[src/hw/rtl/assert_macros.svh]
// Assertion macros used by the mecanum wheel mixer top.
// Each macro expects signals named clk and rst_n in the calling scope.
`ifndef ASSERT_MACROS_SVH
`define ASSERT_MACROS_SVH

// A property that must hold at every rising edge outside reset.
`define MWM_ASSERT(lbl, prop, msg) \
    lbl: assert property (@(posedge clk) disable iff (!rst_n) (prop)) else $error(msg);

// An implication that must hold at every rising edge outside reset.
`define MWM_ASSERT_IMPL(lbl, ante, cons, msg) \
    lbl: assert property (@(posedge clk) disable iff (!rst_n) (ante) |-> (cons)) \
        else $error(msg);

`endif

[src/hw/rtl/mwm_pkg.sv]
// Shared widths, register codes and types of the mecanum wheel mixer.
// No dependencies; used by every module of the block.
`default_nettype none

package mwm_pkg;

    localparam int NUM_AXES   = 3;
    localparam int NUM_WHEELS = 4;

    // Command path widths.
    localparam int VEL_W  = 16;
    localparam int MAG_W  = VEL_W + 1;
    localparam int SUM_W  = MAG_W;
    localparam int LIM_W  = 16;
    localparam int PROD_W = MAG_W + LIM_W;
    localparam int QUO_W  = LIM_W;
    localparam int VL_W   = QUO_W + 1;

    // Wheel path widths.
    localparam int COEF_W = 16;
    localparam int MUL_W  = VL_W + COEF_W;
    localparam int ACC_W  = MUL_W + 2;
    localparam int SPD_W  = 18;

    // One restoring step per quotient bit.
    localparam int DIV_STAGES = QUO_W;

    // Stream and register port widths.
    localparam int IN_W   = NUM_AXES * VEL_W;
    localparam int OUT_W  = NUM_WHEELS * SPD_W;
    localparam int REG_W  = 64;
    localparam int ADDR_W = 5;

    localparam logic [LIM_W-1:0] SAFETY_RESET = 16'd16384;
    localparam logic signed [SPD_W-1:0] SPEED_MAX = 18'sd131071;
    localparam logic signed [SPD_W-1:0] SPEED_MIN = -18'sd131072;

    typedef enum logic [1:0] {
        REG_SAFETY    = 2'd0,
        REG_COEFF_X   = 2'd1,
        REG_COEFF_Y   = 2'd2,
        REG_COEFF_ROT = 2'd3
    } reg_idx_t;

    // Configuration as seen by the datapath.
    typedef struct packed {
        logic [LIM_W-1:0]                 safety_limit;
        logic [NUM_AXES-1:0][REG_W-1:0]   coeff_row;
    } cfg_t;

endpackage

`default_nettype wire

[src/hw/rtl/mwm_div_lane.sv]
// One axis lane of the limiter: pipelined restoring divider, one quotient bit per stage.
// Depends on mwm_pkg. The quotient is exact only when num / 2^QUO_W < den.
`default_nettype none

module mwm_div_lane (
    input  wire logic                              clk,
    input  wire logic [mwm_pkg::DIV_STAGES-1:0]    en,
    input  wire logic [mwm_pkg::PROD_W-1:0]        num,
    input  wire logic [mwm_pkg::SUM_W-1:0]         den,
    output logic      [mwm_pkg::QUO_W-1:0]         quo
);

    localparam int NS = mwm_pkg::DIV_STAGES;
    localparam int RW = mwm_pkg::SUM_W;
    localparam int QW = mwm_pkg::QUO_W;

    logic [RW-1:0] rem_reg  [NS];
    logic [QW-1:0] low_reg  [NS];
    logic [QW-1:0] quo_reg  [NS];
    logic [RW-1:0] den_reg  [NS];

    logic [RW-1:0] rem_next [NS];
    logic [QW-1:0] low_next [NS];
    logic [QW-1:0] quo_next [NS];
    logic [RW-1:0] den_next [NS];

    logic [RW-1:0] rem_src  [NS];
    logic [QW-1:0] low_src  [NS];
    logic [QW-1:0] quo_src  [NS];
    logic [RW:0]   trial    [NS];
    logic [RW:0]   diff     [NS];

    // Each stage shifts in one numerator bit and tries a subtract.
    always_comb
    begin
        for (int k = 0; k < NS; k++)
        begin
            if (k == 0)
            begin
                rem_src[k]  = num[mwm_pkg::PROD_W-1:QW];
                low_src[k]  = num[QW-1:0];
                quo_src[k]  = '0;
                den_next[k] = den;
            end
            else
            begin
                rem_src[k]  = rem_reg[k-1];
                low_src[k]  = low_reg[k-1];
                quo_src[k]  = quo_reg[k-1];
                den_next[k] = den_reg[k-1];
            end
            trial[k] = {rem_src[k], low_src[k][QW-1]};
            diff[k]  = trial[k] - {1'b0, den_next[k]};
            if (trial[k] >= {1'b0, den_next[k]})
            begin
                rem_next[k] = diff[k][RW-1:0];
                quo_next[k] = {quo_src[k][QW-2:0], 1'b1};
            end
            else
            begin
                rem_next[k] = trial[k][RW-1:0];
                quo_next[k] = {quo_src[k][QW-2:0], 1'b0};
            end
            low_next[k] = {low_src[k][QW-2:0], 1'b0};
        end
    end

    // Stage registers, each held while its stage is stalled.
    always_ff @(posedge clk)
    begin
        for (int k = 0; k < NS; k++)
        begin
            if (en[k])
            begin
                rem_reg[k] <= rem_next[k];
                low_reg[k] <= low_next[k];
                quo_reg[k] <= quo_next[k];
                den_reg[k] <= den_next[k];
            end
        end
    end

    assign quo = quo_reg[NS-1];

endmodule

`default_nettype wire

[config.mk]
export PLATFORM = sky130hd
export DESIGN_NAME = mwm_div_lane
export DESIGN_NICKNAME = d
export VERILOG_FILES = /design/src/hw/rtl/assert_macros.svh /design/src/hw/rtl/mwm_pkg.sv /design/src/hw/rtl/mwm_div_lane.sv
export SDC_FILE = /design/constraint.sdc
export NUM_CORES = 1
export LEC_CHECK = 0
export BUFFER_PORTS_ARGS = -buffer_cell sky130_fd_sc_hd__buf_2
export CAP_MARGIN = 20
export CORE_MARGIN = 5
export CORE_UTILIZATION = 23
export DETAILED_ROUTE_END_ITERATION = 10
export PLACE_DENSITY = 0.35
export SKIP_CTS_REPAIR_TIMING = 1
export SLEW_MARGIN = 20
export SYNTH_ARGS = -nofsm -noshare
export SYNTH_HDL_FRONTEND = slang
export SYNTH_SLANG_ARGS = --single-unit
export TNS_END_PERCENT = 20
[constraint.sdc]
create_clock -name clk -period 3.2 [get_ports clk]
set_input_delay 0.48 -clock clk [delete_from_list [all_inputs] [get_ports clk]]
set_output_delay 0.48 -clock clk [all_outputs]
set_load 0.1 [all_outputs]
* Word-level counts from Yosys, hierarchy flattened
Memories as Yosys holds them, arrays and structs flattened.
Cells that the tools add are included.
W data, S select, Z words.
** Storage, ports and cells
- Register bits :: 0
- Bits in writable memories :: 1040
- Bits of input ports :: 67
- Output and inout bits :: 16
- Word-level logic and storage cells :: 100
- Memories kept :: 4
** Cells by class
- $add $sub $neg :: 16
- Order comparisons :: 16
- Muxes and demuxes :: 64
** Memory list
- den_reg :: depth 16, width 17, read ports 15, clocked after memory_dff 0, wr ports 16, line mwm_div_lane.sv:20 : logic [RW-1:0] den_reg [NS];
- rem_reg :: depth 16, width 17, read ports 15, clocked after memory_dff 0, wr ports 16, line mwm_div_lane.sv:17 : logic [RW-1:0] rem_reg [NS];
- quo_reg :: depth 16, width 16, read ports 16, clocked after memory_dff 0, wr ports 16, line mwm_div_lane.sv:19 : logic [QW-1:0] quo_reg [NS];
- low_reg :: depth 16, width 15, read ports 15, clocked after memory_dff 0, wr ports 16, line mwm_div_lane.sv:18 : logic [QW-1:0] low_reg [NS];
** Operators with widths (number)
- $ge A18 B17 Y1 :: 16
- $mux W17 :: 16
- $sub A17 B17 Y17 :: 16
- $mux W1 :: 48

* Longest topological paths before layout
An unclocked memory read counts as a cell.
- Depth in word-level cells :: 3
- Depth in mapped cells :: 14
- Gate-level depth less buffers :: 12

* Worst setup path before layout
Ideal clock, no wire load.
- Path kind :: register to register
- From :: memory low_reg[0][104] in the netlist's numbering
- To :: memory rem_reg[0][127] in the netlist's numbering (data pin)
- Setup time :: 0.260 ns
- Data arrival time :: 3.092 ns
- Required time :: 2.940 ns
- Path slack :: -0.152 ns
- Stages on the path, launching flop included :: 14
- Path buffers :: 1
- Clock period less this slack :: 3.352 ns
- Cells stage by stage :: edfxtp_1 inv_1 ha_1 inv_1 fa_1 a211oi_1 o21bai_1 a21oi_1 o221ai_2 nor4_1 nor3_1 a2111oi_4 buf_6 mux2_2
** RTL lines (line)
- start, declared :: mwm_div_lane.sv:18
- end, declared :: mwm_div_lane.sv:17

==> summary.md <==
| Metric | Value |
|---|---|
| #FFs+latches synth | 766 |
| Height of the chip | 420.7 um |
| Result of the run | finished, violations left |
| Area fraction of the dominant cell type after synthesis | 0.5929 |
| Placeable Area | 0.1674 mm2 |
| Number of antenna violations at the first check in global routing | 0 |
| Initial core utilization | 0.2317 |
| Total detailed-routing wirelength | 91.20 mm |
| Element type at the critical path end | flip-flop |
| CTS Buf Count | 97 |
| Post-layout nets | 3765 |
| Sequential cell area fraction in the yosys report | 0.5929 |
| Number of enable-type register cells in the synthesized netlist | 766 |
| Fraction of registers with async set/reset | 0 |
| Final critical-path share of the clock period | 1.056 |
| Most numerous cell in the Yosys netlist | edfxtp_1 |
| Detailed placement HPWL | 69.53 mm |
| TritonCTS clock tree | yes |
| Setup slack of the worst register-to-register path | -0.18 ns |
| Die area | 0.1770 mm2 |
| Maximum number of pins on one net before global-route repair | 51 |
| Clock Tree Buf Depth | 3 |
| Max-Slew Margin vs Limit | 0.3993 |
| Arrival time worst endpoint | 3.83 ns |
| Synth-to-layout area growth | 22.61% |
| Clock-pin slew of the registers on the worst-case setup and hold paths | 0.06 ns |
| Actual transition at the worst max-transition pin | 0.9011 ns |
| Layout Cells excl Fill | 5693 |
| Routed wire per std cell | 16.02 um |
| Aggregate global-route resource usage | 0.1024 |
| Data required time of the worst path | 3.65 ns |
| Vias/cell | 4.109 |
| Total grt overflow | 0 |
| Via Count | 23400 |
| Hold Path Class | input port to flip-flop |
| Maximum achievable frequency | 0.2959 GHz |
| Clock H-tree levels | 3 |
| Total clock sinks | 766 |
| First-pass GRT wire length | 142.5 mm |
| Clk root buf | clkbuf_16 |
| Count of endpoints failing setup in the final report | 34 |
| Post-synthesis area per instance | 12.87 um2 |
| Count of warnings emitted by yosys | 0 |
| Yosys cell types | 74 |
| Via count of the first global-routing pass | 25070 |
| Crit-path max FO | 6 |
| Max-slew violation count | 0 |
| Worst Hold Depth | 2 |
| Beginning of the worst hold path | den[0] |
| Synthesized area | 0.03880 mm2 |
| First-iteration detailed-routing DRC count | 828 |
| Cell types with the highest counts after synthesis | edfxtp_1 (766), inv_1 (350), ha_1 (272) |
| Max capacitance violation total | 0 |
| Startpoint class of the critical path | flip-flop |
| Leakage power summed over all cells | 18.70 nW |
| Crit Reg-Reg Endpoint | rem_reg[1][55] |
| Hold Violations, Final | 0 |
| Dpl cells | 5464 |
| Gpl congestion | 0.7966 |
| Antenna viol nets, final | 0 |
| Source of the worst register-to-register timing path | low_reg[1][44] |
| Ant diodes | 0 |
| Endpoint of the worst hold path | den_reg[0][0] |
| Net count after synthesis | 3368 |
| Power density over the cells | 954.3 mW/mm2 |
| Total power | 45.39 mW |
| Fraction of final layout cells sized beyond drive strength 1 | 0.1995 |
| Residual DRC | 0 |
| Violated checks | negative setup slack |
| Instance count of the mapped netlist | 3014 |
| Worst r2r path cells | 16 |
| Min cycle time layout | 3.380 ns |
| Die width | 420.7 um |
| Cell row count | 150 |
| Largest clock skew in the final design | 0.05247 ns |
| IO Port Bufs | 82 |
| Worst IR Drop VDD | 0.3969 mV |
| Ports placed on the boundary | 83 |
| Most area-hungry cell type in the Yosys netlist | edfxtp_1 |
| Critical setup path kind | flip-flop to flip-flop |
| Top cells by area, synth | edfxtp_1 (59%), ha_1 (8.8%), mux2_2 (4.7%) |
| Final worst-path setup slack | -0.1799 ns |
| Number of detailed-routing iterations run before antenna repair | 5 |
| Top flip-flop cell by instance count after synthesis | edfxtp_1 |
| Dpl ws | -0.2751 ns |
| Clock latency at the later pin of the worst-skew pair | 0.70 ns |
| Setup repair after global routing missed its margin | yes |
[cell type report]
type | instances | area, um2
sequential | 766 | 23000
timing repair buffer | 345 | 2753
multi-input combinational | 1851 | 14690
inverter | 350 | 1314
tap | 2204 | 2758
clock buffer | 118 | 2506
clock inverter | 59 | 544.3
fill | 17140 | 119800
[worst max-delay path, stage by stage, from the launching register on]
cell	delay, ns
edfxtp_1	0.38
inv_2	0.09
ha_4	0.14
inv_2	0.04
fa_2	0.39
a211oi_2	0.23
buf_4	0.16
o21ai_4	0.06
a31oi_4	0.22
nor2_2	0.07
o31ai_1	0.22
nand3b_1	0.16
a211oi_4	0.28
buf_6	0.14
clkbuf_16	0.14
buf_8	0.12
mux2_4	0.29
[how the worst max path moves through the flow]
stage	from	end	slack, ns	cells after the start
after global routing	low_reg[1][44]	rem_reg[1][57]	-0.40	16
after CTS	low_reg[1][44]	rem_reg[1][60]	-0.32	14
final	low_reg[1][44]	rem_reg[1][55]	-0.18	16
after detailed placement	low_reg[1][44]	rem_reg[1][52]	-0.28	14
after floorplan	low_reg[0][104]	rem_reg[0][127]	-0.09	13
after global placement	low_reg[1][44]	rem_reg[1][52]	-0.29	14
[per-stage QoR]
stage	util	cell area [um2]	hold slack (ns)	TNS [ns]
after detailed placement	0.2601	43540	0.4045	-13.27
after floorplan	-	38810	0.4003	-1.973
after CTS	0.2783	46590	-0.1398	-15.95
final	0.2841	47570	0.06329	-2.552
after global routing	0.2841	47570	0.008847	-13.08
after global placement	0.2601	43540	0.4018	-9.965
[power breakdown]
part	total, mW	leakage, nW	switching [mW]	internal, mW
Sequential	15.7	7.48	1.36	14.3
Clock	10.5	1.49	4.36	6.14
Combinational	19.2	9.74	9.47	9.75
[layer usage]
metal | GRT usage | share of wire | vias up
met5 | 0 | 0 | -
met4 | 0.03769 | 0.031 | 0
met3 | 0.01647 | 0.029 | 150
met2 | 0.1895 | 0.52 | 272
met1 | 0.1185 | 0.42 | 10980
li1 | - | - | 11990
[placed cells by master (no fill, tap or decap), types with 14 or more instances in the layout]
master           n
a211oi_1        15
a21o_1          78
a21oi_1        193
a21oi_2         14
a31oi_1         18
and3_1          18
buf_2           82
buf_4          202
clkbuf_1        21
clkbuf_16      102
clkinv_1        23
clkinv_2        19
dlygate4sd3_1   31
edfxtp_1       766
ha_1           267
inv_1          342
mux2_2         119
mux2_4          43
nand2_1        137
nand2b_1        20
nand3_1         43
nand4_1         42
nor2_1         143
nor2b_1         31
nor3_1          48
o21a_1          28
o21ai_0        119
o21bai_1        36
xnor2_1        135
xor2_1          67
[kinds of logic after synthesis]
kind of cell	synth area share
and+or+nand+nor	0.06531
AOI/OAI and AO/OA	0.1093
buffers and inverters	0.03951
adders and majority gates	0.09546
muxes	0.05192
DFF	0.5929
xor gates and xnor gates	0.04560
Note: power is estimated with default switching activity, not from simulation.
