**config.mk**
```make
export PLATFORM = sky130hd
export DESIGN_NAME = mwm_wheel_lane
export DESIGN_NICKNAME = d
export VERILOG_FILES = /design/src/hw/rtl/assert_macros.svh /design/src/hw/rtl/mwm_pkg.sv /design/src/hw/rtl/mwm_wheel_lane.sv
export SDC_FILE = /design/constraint.sdc
export NUM_CORES = 2
export LEC_CHECK = 0
export BUFFER_PORTS_ARGS = -buffer_cell sky130_fd_sc_hd__buf_2
export CAP_MARGIN = 20
export CORE_MARGIN = 10
export CORE_UTILIZATION = 50
export CTS_BUF_LIST = sky130_fd_sc_hd__clkbuf_8
export CTS_CLUSTER_DIAMETER = 100
export CTS_CLUSTER_SIZE = 14
export DETAILED_ROUTE_END_ITERATION = 7
export MAX_ROUTING_LAYER = met4
export PLACE_DENSITY = 0.74
export SYNTH_ARGS = -nofsm -noshare
export SYNTH_HDL_FRONTEND = slang
export SYNTH_SLANG_ARGS = --single-unit
```
**constraint.sdc**
```tcl
create_clock -name clk -period 8.7 [get_ports clk]
set_clock_uncertainty 0.05 [all_clocks]
set_input_delay 1.305 -clock clk [delete_from_list [all_inputs] [get_ports clk]]
set_output_delay 1.305 -clock clk [all_outputs]
set_load 0.01 [all_outputs]
```
**src/hw/rtl/assert_macros.svh**
```systemverilog
// Assertion macros used by the mecanum wheel mixer top.
// Each macro expects signals named clk and rst_n in the calling scope.
`ifndef ASSERT_MACROS_SVH
`define ASSERT_MACROS_SVH

// A property that must hold at every rising edge outside reset.
`define MWM_ASSERT(lbl, prop, msg) \
    lbl: assert property (@(posedge clk) disable iff (!rst_n) (prop)) else $error(msg);

// An implication that must hold at every rising edge outside reset.
`define MWM_ASSERT_IMPL(lbl, ante, cons, msg) \
    lbl: assert property (@(posedge clk) disable iff (!rst_n) (ante) |-> (cons)) \
        else $error(msg);

`endif

```
**src/hw/rtl/mwm_pkg.sv**
```systemverilog
// Shared widths, register codes and types of the mecanum wheel mixer.
// No dependencies; used by every module of the block.
`default_nettype none

package mwm_pkg;

    localparam int NUM_AXES   = 3;
    localparam int NUM_WHEELS = 4;

    // Command path widths.
    localparam int VEL_W  = 16;
    localparam int MAG_W  = VEL_W + 1;
    localparam int SUM_W  = MAG_W;
    localparam int LIM_W  = 16;
    localparam int PROD_W = MAG_W + LIM_W;
    localparam int QUO_W  = LIM_W;
    localparam int VL_W   = QUO_W + 1;

    // Wheel path widths.
    localparam int COEF_W = 16;
    localparam int MUL_W  = VL_W + COEF_W;
    localparam int ACC_W  = MUL_W + 2;
    localparam int SPD_W  = 18;

    // One restoring step per quotient bit.
    localparam int DIV_STAGES = QUO_W;

    // Stream and register port widths.
    localparam int IN_W   = NUM_AXES * VEL_W;
    localparam int OUT_W  = NUM_WHEELS * SPD_W;
    localparam int REG_W  = 64;
    localparam int ADDR_W = 5;

    localparam logic [LIM_W-1:0] SAFETY_RESET = 16'd16384;
    localparam logic signed [SPD_W-1:0] SPEED_MAX = 18'sd131071;
    localparam logic signed [SPD_W-1:0] SPEED_MIN = -18'sd131072;

    typedef enum logic [1:0] {
        REG_SAFETY    = 2'd0,
        REG_COEFF_X   = 2'd1,
        REG_COEFF_Y   = 2'd2,
        REG_COEFF_ROT = 2'd3
    } reg_idx_t;

    // Configuration as seen by the datapath.
    typedef struct packed {
        logic [LIM_W-1:0]                 safety_limit;
        logic [NUM_AXES-1:0][REG_W-1:0]   coeff_row;
    } cfg_t;

endpackage

`default_nettype wire

```
**src/hw/rtl/mwm_wheel_lane.sv**
```systemverilog
// One wheel lane: three products, then sum, round half up and saturate to Q3.14.
// Depends on mwm_pkg.
`default_nettype none

module mwm_wheel_lane #(
    parameter int FRAC_BITS = 14
) (
    input  wire logic                                              clk,
    input  wire logic [1:0]                                        en,
    input  wire logic [mwm_pkg::NUM_AXES-1:0][mwm_pkg::VL_W-1:0]   vel,
    input  wire logic [mwm_pkg::NUM_AXES-1:0][mwm_pkg::COEF_W-1:0] coef,
    output logic      [mwm_pkg::SPD_W-1:0]                         speed
);

    localparam int NA = mwm_pkg::NUM_AXES;
    localparam int MW = mwm_pkg::MUL_W;
    localparam int AW = mwm_pkg::ACC_W;
    localparam logic signed [AW-1:0] RND    = AW'(64'sd1 <<< (FRAC_BITS - 1));
    localparam logic signed [AW-1:0] SAT_HI = AW'(mwm_pkg::SPEED_MAX);
    localparam logic signed [AW-1:0] SAT_LO = AW'(mwm_pkg::SPEED_MIN);

    logic signed [MW-1:0]             prod_reg  [NA];
    logic signed [MW-1:0]             prod_next [NA];
    logic signed [AW-1:0]             acc;
    logic signed [AW-1:0]             shifted;
    logic        [mwm_pkg::SPD_W-1:0] speed_reg;
    logic        [mwm_pkg::SPD_W-1:0] speed_next;

    // Product stage: one signed multiply per axis.
    always_comb
    begin
        for (int j = 0; j < NA; j++)
        begin
            prod_next[j] = MW'($signed(vel[j])) * MW'($signed(coef[j]));
        end
    end

    // Sum stage: accumulate, round half up, floor shift, clamp.
    always_comb
    begin
        acc     = AW'(prod_reg[0]) + AW'(prod_reg[1]) + AW'(prod_reg[2]) + RND;
        shifted = acc >>> FRAC_BITS;
        if (shifted > SAT_HI)
        begin
            speed_next = mwm_pkg::SPEED_MAX;
        end
        else if (shifted < SAT_LO)
        begin
            speed_next = mwm_pkg::SPEED_MIN;
        end
        else
        begin
            speed_next = shifted[mwm_pkg::SPD_W-1:0];
        end
    end

    always_ff @(posedge clk)
    begin
        if (en[0])
        begin
            for (int j = 0; j < NA; j++)
            begin
                prod_reg[j] <= prod_next[j];
            end
        end
        if (en[1])
        begin
            speed_reg <= speed_next;
        end
    end

    assign speed = speed_reg;

endmodule

`default_nettype wire

```
Word-level counts from Yosys, hierarchy flattened:

Memory sizes are Yosys's and may differ from the RTL's.
Index checks and enable logic that the tools add are counted.

* flip-flop bits (word level): 18
* memory bits (writable): 99
* input bits: 102
* output and inout port bits: 18
* word-level logic and storage cells: 13
* memories: 1

Memories
* prod_reg: depth 3, bits a word 33, rd ports 3, clocked after Yosys merged registers in 0, wr ports 3, RTL line mwm_wheel_lane.sv:22 `logic signed [MW-1:0] prod_reg [NA];`

* add/sub/neg operators: 3
* multipliers: 3
* magnitude comparators: 2
* multiplexer cells: 3

Operator list (number)
* 17-bit by 16-bit multiplier with 33-bit output: 3
* 34-bit by 33-bit adder with 35-bit output: 1
* 35-bit by 15-bit adder with 35-bit output (second input constant): 1
* 33-bit by 33-bit adder with 34-bit output: 1
* 21-bit by 18-bit > comparator with 1-bit output (second input constant): 1
* 21-bit by 18-bit < comparator with 1-bit output (second input constant): 1
* 18-bit two-way mux: 1
* 1-bit two-way mux: 2

Longest topological paths before layout:

* word-level depth: 5
* gate-level depth with buffers: 26

Least setup slack after synthesis:

Ideal clock, no wire load.

* path kind: input port to flip-flop
* from: input port coef[39] (netlist name)
* to: memory prod_reg[0][98] (netlist name) (data pin)
* setup time: 0.260 ns
* data arrival time: 7.010 ns
* setup slack: 1.380 ns
* stages: 25
* buffers on the path: 2
* cell sequence: clkbuf_1 > clkbuf_1 > nand2_1 > fa_1 > inv_1 > fa_1 > inv_1 > fa_1 > inv_1 > fa_1 > fa_1 > inv_1 > fa_1 > inv_1 > ha_1 > and3_1 > a22o_1 > nor3_1 > o21ai_0 > a21o_1 > a2bb2oi_1 > a2111oi_0 > o21ai_1 > a21oi_1 > xnor2_1

RTL lines
* start: declaration: RTL line mwm_wheel_lane.sv:11 `input wire logic [mwm_pkg::NUM_AXES-1:0][mwm_pkg::COEF_W-1:0] coef,`
* end: declaration: RTL line mwm_wheel_lane.sv:22

==> impl_metrics.prom <==
# TYPE chip_impl_metric gauge
chip_impl_info{name="worst_hold_check_path_type",value="flop to flop"} 1
chip_impl_metric{name="place.detailed.instances",unit=""} 4748
chip_impl_info{name="worst_path_max_delay_cell",value="fa_1"} 1
chip_impl_metric{name="synth.top_cell.area_share",unit="%"} 46.8
chip_impl_metric{name="worst_pin_slew",unit="ps"} 875
chip_impl_info{name="post-synth-top-area-cell",value="fa_1"} 1
chip_impl_metric{name="slew_violations",unit=""} 0
chip_impl_metric{name="synth-seq-cells",unit=""} 117
chip_impl_metric{name="wire_length_of_the_first_global_routing_pass",unit="mm"} 138
chip_impl_metric{name="num-fill-cells",unit=""} 6378
chip_impl_metric{name="synth_enable_flop_cells",unit=""} 117
chip_impl_metric{name="skew_pair_late_insertion_delay",unit="ps"} 450
chip_impl_metric{name="post_cts_hold_buffer_count",unit=""} 0
chip_impl_metric{name="syn_to_final_growth",unit="%"} 4.62
chip_impl_metric{name="layout_worst_path_cycle_share",unit="%"} 82.7
chip_impl_metric{name="syn-num-nets",unit=""} 5060
chip_impl_info{name="run_status",value="finished clean"} 1
chip_impl_info{name="synth-main-ff-cell",value="edfxtp_1"} 1
chip_impl_metric{name="worst-endpoint-required",unit="ps"} 8850
chip_impl_info{name="tritoncts",value="yes"} 1
chip_impl_info{name="setup.worst_path.end_class",value="flop"} 1
chip_impl_metric{name="h-tree-depth",unit=""} 4
chip_impl_metric{name="syn-cell-area",unit="mm2"} 0.0368
chip_impl_metric{name="critical_path_buf_inv_count",unit=""} 4
chip_impl_metric{name="initial_core_util",unit="%"} 50.4
chip_impl_metric{name="layout-drive-gt1-share",unit="%"} 4.35
chip_impl_metric{name="fmaxAchievable",unit="GHz"} 0.139
chip_impl_metric{name="num-nets-final",unit=""} 5086
chip_impl_metric{name="ys_seq_area_share",unit="%"} 9.55
chip_impl_metric{name="post_drt_via_cell_ratio",unit=""} 5.23
chip_impl_metric{name="ys.warnings.count",unit=""} 0
chip_impl_metric{name="detailed_place_hpwl",unit="mm"} 67.7
chip_impl_metric{name="min_period",unit="ps"} 7200
chip_impl_metric{name="pin_count",unit=""} 120
chip_impl_metric{name="grt_overflow_total",unit=""} 0
chip_impl_info{name="criticalPathCategory",value="input pin to flop"} 1
chip_impl_metric{name="detail_route.first_pass.iterations",unit=""} 5
chip_impl_metric{name="postRouteWirelength",unit="mm"} 80.9
chip_impl_metric{name="synthCells",unit=""} 3782
chip_impl_metric{name="dieArea",unit="mm2"} 0.0848
chip_impl_metric{name="max-cap-violations",unit=""} 0
chip_impl_metric{name="place.gp.congestion",unit=""} 0.891
chip_impl_metric{name="number_of_nets_with_antenna_violations_after_detailed_routing",unit=""} 0
chip_impl_metric{name="postCtsSetupRepairBufs",unit=""} 0
chip_impl_metric{name="cts_buffer_depth",unit=""} 2
chip_impl_metric{name="place.port_buffers",unit=""} 119
chip_impl_metric{name="max-slew-margin-rel",unit="%"} 41.6
chip_impl_metric{name="fp.dieW",unit="um"} 291
chip_impl_metric{name="setup_viol_count_final",unit=""} 0
chip_impl_metric{name="drcViolationCount",unit=""} 0
chip_impl_metric{name="grt_pass1_vias",unit=""} 27600
chip_impl_info{name="synth.most_common_cell",value="inv_1"} 1
chip_impl_metric{name="maximum_number_of_pins_on_one_net_before_global_route_repair",unit=""} 74
chip_impl_metric{name="setup_ws",unit="ps"} 1500
chip_impl_metric{name="clock-sinks",unit=""} 117
chip_impl_metric{name="tritoncts.num_buffers",unit=""} 17
chip_impl_metric{name="fp.coreArea",unit="mm2"} 0.0730
chip_impl_info{name="post_synth_most_frequent_cells",value="919 x inv_1, 860 x fa_1, 425 x nand2_1, 389 x and2_1, 316 x ha_1"} 1
chip_impl_metric{name="number_of_flip_flops_in_the_largest_register",unit=""} 99
chip_impl_info{name="synth.area.top_cells",value="fa_1 47%, ha_1 11%, edfxtp_1 9.5%, inv_1 9.4%, and2_1 6.6%"} 1
chip_impl_metric{name="synth.distinct_cells",unit=""} 65
chip_impl_metric{name="critPathArrivalTime",unit="ps"} 7350
chip_impl_metric{name="grtUsageTotal",unit="%"} 20.4
chip_impl_metric{name="hold_viol_final",unit=""} 0
chip_impl_metric{name="critical_path_max_stage_delay",unit="ps"} 760
chip_impl_metric{name="fin_cells",unit=""} 4781
chip_impl_metric{name="drt-initial-drc-count",unit=""} 1507
chip_impl_metric{name="detailedPlace.worstSlack",unit="ps"} 1020
chip_impl_info{name="grt_setup_unrepaired",value="false"} 1
chip_impl_metric{name="synth-async-reset-ratio",unit="%"} 0
chip_impl_metric{name="clkSlewWorstSetupHoldPaths",unit="ps"} 80
chip_impl_metric{name="timing.critical_path.fanout_max",unit=""} 17
chip_impl_info{name="clock-root-buffer",value="clkbuf_8"} 1
chip_impl_metric{name="cts_resized",unit=""} 0
chip_impl_info{name="crit_chain",value="buf_2, nand2_1, inv_1, fa_1, fa_1, fa_1, fa_1, fa_1, inv_1, fa_1, inv_1, ha_1, a21o_1, a21o_1, a21o_1, or3_1, a211o_1, o211ai_1, o21ai_1, a21oi_1, o21ai_1, xnor2_1"} 1
chip_impl_metric{name="grt_antenna_before_repair",unit=""} 2
chip_impl_metric{name="syn-mean-instance-area",unit="um2"} 9.73
chip_impl_info{name="worst_path_dominant_cell_family",value="adder cells"} 1
chip_impl_metric{name="vias",unit=""} 25000
chip_impl_info{name="crit_path_start_kind",value="input pin"} 1
chip_impl_metric{name="post_drt_wl_per_cell",unit="um"} 16.9
chip_impl_metric{name="finalCoreUtilization",unit="%"} 52.8
chip_impl_metric{name="timing.setup.tns",unit="ps"} 0
chip_impl_info{name="timing.critical_path.mode_cell",value="fa_1"} 1
chip_impl_metric{name="floorplan.die.height",unit="um"} 291
chip_impl_metric{name="num_rows",unit=""} 99
[routing by layer]
metal	share of wire (%)	track usage [%]
met1	42	26.6
met2	49	33.5
met3	5.9	2.48
met4	2.7	5.11
met5	0	-
[worst min-delay path, stage by stage (launching register included)]
cell and delay [ps]:
edfxtp_1 360, fa_1 190, inv_1 50, ha_1 230
xor2_1 220
[kinds of logic (layout without fill, tap and decap cells)]
logic type	Yosys count	in the layout	share of synthesized area, %
flops	117	117	9.55
buf+inv	1032	1070	10.6
xor+xnor	121	121	2.88
fa+ha+maj	1176	1176	57.5
compound gates	326	326	5.91
simple gates	1010	1010	13.5
other cells	0	2	0
[cell type report]
class	instances	area, um2	area share [%]
tap	959	1200	3.12
timing repair buffer	120	606	1.57
clock buffer	17	234	0.608
sequential	117	3510	9.13
antenna	2	5.00	0.0130
inverter	919	3450	8.96
clock inverter	14	104	0.270
multi-input combinational	2633	29400	76.3
[worst paths after layout]
| kind | from | endpoint | slack, ps | depth (start not counted) |
|---|---|---|---|---|
| hold / removal | prod_reg[0][98] | speed[17] | 1140 | 4 |
| setup / recovery | coef[17] | prod_reg[0][65] | 1500 | 22 |
| setup reg to reg | prod_reg[0][45] | speed[5] | 4320 | 15 |
| hold reg to reg | prod_reg[0][98] | speed[17] | 1140 | 4 |
[layout by cell type, fill, tap and decap left out, types with 23 or more instances in the layout]
cell	count
xnor2_1	102
nand2_1	425
inv_1	919
nand3_1	23
a21o_1	68
ha_1	316
edfxtp_1	117
fa_1	860
o21ai_0	43
and2_1	389
nor2_1	98
buf_2	118
a21oi_1	93
[per-stage QoR]
stage / hold WS [ps] / area (um2)
final: 1140 / 38500
after global routing: 1200 / 38500
after CTS: 1140 / 38500
after detailed placement: 1130 / 38200
after global placement: 1130 / 38200
after floorplan: 995 / 36800
Power is not shown: default switching activity piles up to over one toggle a cycle in this logic, so the estimate is an artifact.
