File: src/hw/rtl/assert_macros.svh
// Assertion macros used by the mecanum wheel mixer top.
// Each macro expects signals named clk and rst_n in the calling scope.
`ifndef ASSERT_MACROS_SVH
`define ASSERT_MACROS_SVH

// A property that must hold at every rising edge outside reset.
`define MWM_ASSERT(lbl, prop, msg) \
    lbl: assert property (@(posedge clk) disable iff (!rst_n) (prop)) else $error(msg);

// An implication that must hold at every rising edge outside reset.
`define MWM_ASSERT_IMPL(lbl, ante, cons, msg) \
    lbl: assert property (@(posedge clk) disable iff (!rst_n) (ante) |-> (cons)) \
        else $error(msg);

`endif

File: src/hw/rtl/mwm_pkg.sv
// Shared widths, register codes and types of the mecanum wheel mixer.
// No dependencies; used by every module of the block.
`default_nettype none

package mwm_pkg;

    localparam int NUM_AXES   = 3;
    localparam int NUM_WHEELS = 4;

    // Command path widths.
    localparam int VEL_W  = 16;
    localparam int MAG_W  = VEL_W + 1;
    localparam int SUM_W  = MAG_W;
    localparam int LIM_W  = 16;
    localparam int PROD_W = MAG_W + LIM_W;
    localparam int QUO_W  = LIM_W;
    localparam int VL_W   = QUO_W + 1;

    // Wheel path widths.
    localparam int COEF_W = 16;
    localparam int MUL_W  = VL_W + COEF_W;
    localparam int ACC_W  = MUL_W + 2;
    localparam int SPD_W  = 18;

    // One restoring step per quotient bit.
    localparam int DIV_STAGES = QUO_W;

    // Stream and register port widths.
    localparam int IN_W   = NUM_AXES * VEL_W;
    localparam int OUT_W  = NUM_WHEELS * SPD_W;
    localparam int REG_W  = 64;
    localparam int ADDR_W = 5;

    localparam logic [LIM_W-1:0] SAFETY_RESET = 16'd16384;
    localparam logic signed [SPD_W-1:0] SPEED_MAX = 18'sd131071;
    localparam logic signed [SPD_W-1:0] SPEED_MIN = -18'sd131072;

    typedef enum logic [1:0] {
        REG_SAFETY    = 2'd0,
        REG_COEFF_X   = 2'd1,
        REG_COEFF_Y   = 2'd2,
        REG_COEFF_ROT = 2'd3
    } reg_idx_t;

    // Configuration as seen by the datapath.
    typedef struct packed {
        logic [LIM_W-1:0]                 safety_limit;
        logic [NUM_AXES-1:0][REG_W-1:0]   coeff_row;
    } cfg_t;

endpackage

`default_nettype wire

File: src/hw/rtl/mwm_cfg_regs.sv
// APB register file: safety limit and the three coefficient rows.
// Depends on mwm_pkg.
`default_nettype none

module mwm_cfg_regs (
    input  wire logic                          clk,
    input  wire logic                          rst_n,
    input  wire logic                          psel,
    input  wire logic                          penable,
    input  wire logic                          pwrite,
    input  wire logic [mwm_pkg::ADDR_W-1:0]    paddr,
    input  wire logic [mwm_pkg::REG_W-1:0]     pwdata,
    output logic      [mwm_pkg::REG_W-1:0]     prdata,
    output logic                               pready,
    output mwm_pkg::cfg_t                      cfg
);

    logic [mwm_pkg::LIM_W-1:0]                         safety_reg;
    logic [mwm_pkg::NUM_AXES-1:0][mwm_pkg::REG_W-1:0]  coeff_reg;
    mwm_pkg::reg_idx_t                                 idx;
    logic                                              wr;

    assign pready = 1'b1;
    assign idx    = mwm_pkg::reg_idx_t'(paddr[mwm_pkg::ADDR_W-1:3]);
    assign wr     = psel && penable && pwrite;

    // Register writes in the access cycle.
    always_ff @(posedge clk or negedge rst_n)
    begin
        if (!rst_n)
        begin
            safety_reg <= mwm_pkg::SAFETY_RESET;
            coeff_reg  <= '0;
        end
        else if (wr)
        begin
            unique case (idx)
                mwm_pkg::REG_SAFETY:    safety_reg   <= pwdata[mwm_pkg::LIM_W-1:0];
                mwm_pkg::REG_COEFF_X:   coeff_reg[0] <= pwdata;
                mwm_pkg::REG_COEFF_Y:   coeff_reg[1] <= pwdata;
                mwm_pkg::REG_COEFF_ROT: coeff_reg[2] <= pwdata;
                default:                safety_reg   <= safety_reg;
            endcase
        end
    end

    // Read-back mux.
    always_comb
    begin
        unique case (idx)
            mwm_pkg::REG_SAFETY:
                prdata = {{(mwm_pkg::REG_W - mwm_pkg::LIM_W){1'b0}}, safety_reg};
            mwm_pkg::REG_COEFF_X:   prdata = coeff_reg[0];
            mwm_pkg::REG_COEFF_Y:   prdata = coeff_reg[1];
            mwm_pkg::REG_COEFF_ROT: prdata = coeff_reg[2];
            default:                prdata = '0;
        endcase
    end

    assign cfg.safety_limit = safety_reg;
    assign cfg.coeff_row    = coeff_reg;

endmodule

`default_nettype wire

File: config.mk
export PLATFORM = sky130hd
export DESIGN_NAME = mwm_cfg_regs
export DESIGN_NICKNAME = d
export VERILOG_FILES = /design/src/hw/rtl/assert_macros.svh /design/src/hw/rtl/mwm_pkg.sv /design/src/hw/rtl/mwm_cfg_regs.sv
export SDC_FILE = /design/constraint.sdc
export NUM_CORES = 1
export LEC_CHECK = 0
export BUFFER_PORTS_ARGS = -buffer_cell sky130_fd_sc_hd__buf_4
export CELL_PAD_IN_SITES_DETAIL_PLACEMENT = 0
export CELL_PAD_IN_SITES_GLOBAL_PLACEMENT = 1
export CORE_MARGIN = 10
export CORE_UTILIZATION = 25
export DETAILED_ROUTE_END_ITERATION = 8
export HOLD_SLACK_MARGIN = 0.1
export PLACE_DENSITY = 0.54
export SLEW_MARGIN = 25
export SYNTH_ARGS = -nofsm -noshare
export SYNTH_HDL_FRONTEND = slang
export SYNTH_SLANG_ARGS = --single-unit
File: constraint.sdc
create_clock -name clk -period 2.5 [get_ports clk]
set_input_delay 0.5 -clock clk [delete_from_list [all_inputs] [get_ports clk]]
set_output_delay 0.5 -clock clk [all_outputs]
set_load 0.05 [all_outputs]
Yosys cells after proc, flatten, opt, wreduce, memory -nomap -nowiden
Cells that the tools add are included.
W data, S select, Z words.
- register bits: 208
- input port bits: 74
- output and inout bits: 273
- logic and storage cells: 15
- equality and inequality tests: 3
- muxes and demuxes: 1
- reductions and logical operators: 7
- operators with widths (kind ; count):
    $pmux W64 S4 ; 1
    $reduce_and A2 Y1 ; 4
    $eq A2 B2 Y1 const B ; 2
    $eq A2 B1 Y1 const B ; 1
    $logic_and A1 B1 Y1 ; 2
    $logic_not A2 Y1 ; 1

Depth between registers and ports, before layout
Gate-level depths: netlist of run 1.
- depth after elaboration: 3
- mapped depth: 5

Least setup slack after synthesis of run 1
OpenSTA, ideal clock, no wires.
- kind: input -> output
- from: input port paddr[3] (netlist bit)
- to: output port prdata[16] (netlist bit)
- arrival: 1645 ps
- data required time: 2000 ps
- setup slack: 355 ps
- stages on the path: 4
- cell sequence: buf_2 -> buf_2 -> mux2_2 -> a22o_1
- word-level cells in the longest chain between the ends: 2
- elaborated cells between the ends (all ways): 5
- RTL lines (what ; line ; RTL):
    start, declared ; mwm_cfg_regs.sv:11 ; input wire logic [mwm_pkg::ADDR_W-1:0] paddr,
    $eq A2 B2 Y1, or another cell as far along ; mwm_cfg_regs.sv:50 ; unique case (idx)
    $pmux W64 S4 (*) ; mwm_cfg_regs.sv:50 ;
    end, declared ; mwm_cfg_regs.sv:13 ; output logic [mwm_pkg::REG_W-1:0] prdata,
Mark *: on every way between the ends. The rest lies on a longest branch, timed or not.

Worst setup path in the final report of run 1
- from: register coeff_reg (netlist bit cfg[129])
- to: output port prdata[1] (netlist bit)
- word-level cells in the longest chain between the ends: 1
- RTL lines (what ; line ; RTL):
    start, declared ; mwm_cfg_regs.sv:19 ; logic [mwm_pkg::NUM_AXES-1:0][mwm_pkg::REG_W-1:0] coeff_reg;
    $pmux W64 S4 ; mwm_cfg_regs.sv:50 ;
Every way passes these cells.

==> results of run 1 <==
area by class of cell:
type,instances,area (sq um)
Fill cell,3644,23300
Sequential cell,208,5210
Multi-Input combinational cell,328,3960
Timing Repair Buffer,365,2890
Clock buffer,39,759
Tap cell,468,586
Clock inverter,8,81.3
Inverter,1,3.75
power by group:
group,switching [mW],internal [mW],leakage (nW),total [mW]
clock network,1.48,2.19,0.409,3.67
registers,0.711,4.16,2.55,4.87
logic,4.75,2.45,3.60,7.20
total,6.94,8.80,6.56,15.7
cells by family after synthesis:
family / synth area share, %
AOI/OAI and AO/OA: 4.48
buffers and inverters: 2.57
DFF: 55.5
muxes: 37.0
other: 0.0400
and+or+nand+nor: 0.467
through the flow:
stage               power (mW)  std cells  instance area, sq um
floorplan                 9.70        578                  9380
global placement          12.2       1369                 12600
detailed placement        12.2       1369                 12600
CTS                       16.0       1417                 13500
global route              16.4       1417                 13500
finish                    15.7       1417                 13500
per-layer routing:
layer / track usage (%) / vias to the layer above
li1: - / 2861
met5: 0 / -
met2: 22.7 / 200
met3: 4.16 / 31
met1: 17.4 / 3298
met4: 3.06 / 0
placed cells by master, fill, tap and decap left out, drive strengths merged:
cell type and instances:
bufinv 1, dlygate4sd3 1, clkinvlp 2, conb 1
inv 1, clkbuf 40, mux2 256, or2 1
buf 363, mux4 16, nor2 2, a22o 48
nand3 1, dfstp 1, dfrtp 207, or3 1
nand4 1, clkinv 5, nor3 1
how the worst min path moves through the flow:
stage,start,endpoint,depth (start not counted)
2_1_floorplan,rst_n,cfg[0],0
3_3_place_gp,rst_n,cfg[145],1
3_5_place_dp,rst_n,cfg[17],1
4_1_cts,pwdata[27],cfg[27],2
5_1_grt,pwdata[21],cfg[21],2
6_report,pwdata[21],cfg[21],2
repair_timing:
item                                   4_1_cts  5_1_grt
hold buffers                                 1        0
resized for setup                            0        0
endpoints found under the hold margin       48        0
==> out/metrics.cfg, run 1 <==
[run_status]
run_status=finished clean

[global_route]
track_usage_pct=13.8
grt_overflow=0
grt_first_pass_wirelength_um=48100
grt_max_degree=65
grt_pass1_vias=6952
antenna_found_initial=0

[pwr]
leakage_nw=6.56
power.density_nw_per_um2=1170
ir_worst_vdd_v=0.000603

[floorplanning]
rows=70
design.die.area_sq_um=45700
start_util_pct=25.5
io_pins=347
core-area_sq_um=36800
die_height_um=214
chipWidth_um=214

[sta]
tns_ns=0
hold_viol=0
layout_setup_ws_ns=0.367
setup_viol=0
post-route-period-util_pct=85.3
fmax_ghz=0.469
period_minus_slack_ns=2.13
worst_hold_slack_ns=0.211
drv_slew=0
rsz0062_at_grt=false
clock_skew_ns=0

[critical_path]
r2r-start=cfg[89]
cp.arrival_ns=1.63
slowest_stage=mux4_2
timing.rr.end=cfg[89]
r2r_slack_ns=1.68
crit_cells=2
crit_type=reg2out
worst_setup_path_end_kind=primary output
critPathTopFamily=multiplexers
critPathCapture=prdata[1]
rr_worst_depth=1
crit_start=cfg[129]
cp.required_ns=2.00
worst_setup_path_start_kind=flop
crit_buf_inv=1
crit_fanout=3
path_cells=mux4_2 -> buf_4
critPathMaxStageDelay_ns=0.48

[synthesis]
synth_edf_count=0
synthTopCellsByCount=207 x dfrtp_1, 196 x mux2_2, 60 x mux2_4
synth-async-reset-ratio_pct=100
syn_inst=578
syn_area_per_cell_sq_um=16.2
yosysMostFrequentCell=dfrtp_1
synth_ff_type=dfrtp_1
syn-num-nets=652
ys_seq_elements=208
netlist.top_cell.by_area=dfrtp_1
syn_area_sq_um=9380
synth_cell_types=20
ys_warn_count=0
yosysTopAreaCellShare_pct=55.2
seq_area_frac_synth_pct=55.5
synthTopCellsByArea=dfrtp_1 55%, mux2_2 24%, mux2_4 9.6%

[worst_hold_path]
worstHoldPathType=in2reg

[cells_and_area]
num-nets-final=1004
utilization_pct=36.7
largest_reg_flops=192
area_growth_pct=43.7
drive_gt1_share_pct=72.0
insertedDiodeCount=0

[clock_network]
clock_latency_ns=0.53
htreeDepth=1
cts_setup_buffers=0
cts-root-buf=clkbuf_16
clkTransAtPathRegs_ns=0.06
cts_tree=built
clk_path_buf_depth=3
clock_sinks=208
cts-buffers-inserted=26

[route]
vias=6390
routed_wirelength_um=32700
wl_met3_um=2640
met2WireLength_um=15800
drc_errors=0
drt-met1-wl_um=13800
postRouteAntennaNets=0
vias_per_cell=4.51
top_layer=met4
drt_iter0_markers=269
routedWlPerCell_um=23.1
firstDrtPassIters=4

[place]
dp_hpwl_um=23300
gp_congestion=0.729
io_buffers=342
preCtsSetupSlack_ns=0.360

[flow_run]
max_cap_violations=0

Power figures use the tool's default switching activity.
==> inputs of run 2 (changes only) <==
--- a/config.mk
+++ b/config.mk
@@ -6,6 +6,7 @@
 export NUM_CORES = 1
 export LEC_CHECK = 0
 export BUFFER_PORTS_ARGS = -buffer_cell sky130_fd_sc_hd__buf_4
+export CAP_MARGIN = 5
 export CELL_PAD_IN_SITES_DETAIL_PLACEMENT = 0
 export CELL_PAD_IN_SITES_GLOBAL_PLACEMENT = 1
 export CORE_MARGIN = 10
@@ -13,6 +14,7 @@
 export DETAILED_ROUTE_END_ITERATION = 8
 export HOLD_SLACK_MARGIN = 0.1
 export PLACE_DENSITY = 0.54
+export RECOVER_POWER = 100
 export SLEW_MARGIN = 25
 export SYNTH_ARGS = -nofsm -noshare
 export SYNTH_HDL_FRONTEND = slang
==> run 2 against run 1 <==
The run now ends with max-capacitance violations, max-slew violations left. Sequential power is essentially flat. Design area shrank 9.0%. First-iteration DRC count shrank 5.6%. Via count grew 0.16%. Setup slack lost 0.14 ns. Combinational power shrank 14%. Critical path depth grew 4. Worst hold slack lost 0.011 ns. Clock power is essentially flat. Routed wire length grew 0.13%. Largest power group unchanged.
==> out/metrics.cfg, run 2 (same netlist as run 1, synthesis figures left out) <==
[sta]
clock_skew_ns=0  ; unchanged
hold_viol=0  ; unchanged
period_minus_slack_ns=2.28  ; +0.143 ns
drv_slew=53  ; +53
setup_viol=0  ; unchanged
tightest_slew_ns=1.53
layout_setup_ws_ns=0.224  ; -0.143 ns
max_slew_margin_pct=-1.84
tns_ns=0  ; unchanged
post-route-period-util_pct=91.0  ; +5.7 points
rsz0062_at_grt=false
worst_hold_slack_ns=0.200  ; -0.0114 ns
fmax_ghz=0.439  ; -6.3%

[global_route]
antenna_found_initial=0  ; unchanged
grt_first_pass_wirelength_um=48100  ; unchanged
grt_pass1_vias=6952  ; unchanged
grt_max_degree=65  ; unchanged
grt_overflow=0  ; unchanged
track_usage_pct=13.8  ; unchanged

[route]
postRouteAntennaNets=0  ; unchanged
firstDrtPassIters=4  ; unchanged
routedWlPerCell_um=23.1  ; +0.13%
vias_per_cell=4.52  ; +0.16%
drt_iter0_markers=254  ; -5.6%
drc_errors=0  ; unchanged
vias=6400  ; +0.16%
routed_wirelength_um=32700  ; +0.13%

[floorplanning]
core-area_sq_um=36800  ; unchanged
chipWidth_um=214  ; unchanged
rows=70  ; unchanged
design.die.area_sq_um=45700  ; unchanged
start_util_pct=25.5  ; unchanged
die_height_um=214  ; unchanged
io_pins=347  ; unchanged

[clock_network]
clock_latency_ns=0.53  ; about the same
clkTransAtPathRegs_ns=0.05  ; about the same
clk_path_buf_depth=3  ; unchanged
cts-buffers-inserted=26  ; unchanged
clock_sinks=208  ; unchanged
cts-root-buf=clkbuf_16
cts_tree=built
htreeDepth=1  ; unchanged
ctsResizeCount=0  ; unchanged
cts_setup_buffers=0  ; unchanged
ctsHoldBuffers=1  ; unchanged

[pwr]
power.density_nw_per_um2=1200  ; +2.8%
ir_worst_vdd_v=0.000568  ; -5.7%
leakage_nw=5.43  ; -17%
p_total_mw=14.7  ; -6.4%

[cells_and_area]
utilization_pct=33.4  ; -3.3 points
insertedDiodeCount=0  ; unchanged
fillers=3876  ; +6.4%
drive_gt1_share_pct=43.5  ; -28 points
regArea_sq_um=5210  ; unchanged
num-nets-final=1004  ; unchanged
largest_reg_flops=192  ; unchanged
final_cells=1417  ; unchanged
area_growth_pct=30.8
mostFrequentLayoutCells=219 x clkbuf_1, 207 x dfrtp_1, 196 x mux2_2
layout_commonest_cell=clkbuf_1
multi_input_comb_area_sq_um=3730  ; -5.8%
final_area_sq_um=12300  ; -9.0%

[place]
dp_hpwl_um=23300  ; unchanged
placed_cells=1369  ; unchanged
io_buffers=342  ; unchanged
placed_cell_area_sq_um=12600  ; unchanged
gp_congestion=0.729  ; unchanged
preCtsSetupSlack_ns=0.360  ; unchanged

[worst_hold_path]
worstHoldPathType=in2reg
holdPathStages=2  ; unchanged
min_from=pwdata[60]

[critical_path]
crit_type=in2out
worst_setup_path_start_kind=input pin
crit_start=paddr[3]
worst_setup_path_end_kind=primary output
rr_worst_depth=1  ; unchanged
cp.arrival_ns=1.78  ; +0.15 ns
crit_fanout=21  ; +18
r2r-start=cfg[55]
cp.required_ns=2.00  ; about the same

[run_status]
violations=max-capacitance violations, max-slew violations
run_status=finished with violations

[flow_run]
max_cap_violations=1  ; +1

run 2: cell count changes in the layout (fill, tap and decap cells not counted), moves of 2 or more:
cell	before	now
buf_4	352	85
clkbuf_1	7	219
clkbuf_2	0	56
mux2_1	0	56
mux2_4	60	4
buf_12	11	8
clkbuf_4	0	2
run 2: cell type report:
cell class	instances	area share [%]
inverter	1	0.0306
sequential	208	42.4
timing repair buffer	365	15.5
multi-input combinational	328	30.4
tap	468	4.77
clock buffer	39	6.19
clock inverter	8	0.663
run 2: worst paths after layout:
kind	to	slack, ns
max	prdata[24]	0.22
min	cfg[60]	0.20
max reg2reg	cfg[55]	1.65
min reg2reg	cfg[59]	0.53
max in group asynchronous	cfg[7]	0.53
min in group asynchronous	cfg[19]	0.88
run 2: critical path, stage by stage:
cell and delay [ns]:
clkbuf_2 0.24, inv_2 0.09, nor2_4 0.12, buf_4 0.32, a22o_1 0.20, clkbuf_2 0.28
run 2: metal layers:
| layer | vias to the layer above | GRT usage [%] | wire length [um] |
|---|---|---|---|
| met1 | 3311 | 17.4 | 14100 |
| met5 | - | 0 | 0 |
| met4 | 0 | 3.06 | 517 |
| li1 | 2859 | - | - |
| met2 | 199 | 22.7 | 15700 |
| met3 | 31 | 4.16 | 2440 |
run 2: report_power, final:
part	total, mW	switching (mW)	leakage [nW]	internal [mW]
registers	4.85	0.683	2.55	4.16
clock network	3.66	1.47	0.409	2.19
logic	6.22	4.75	2.47	1.47
total	14.7	6.90	5.43	7.82
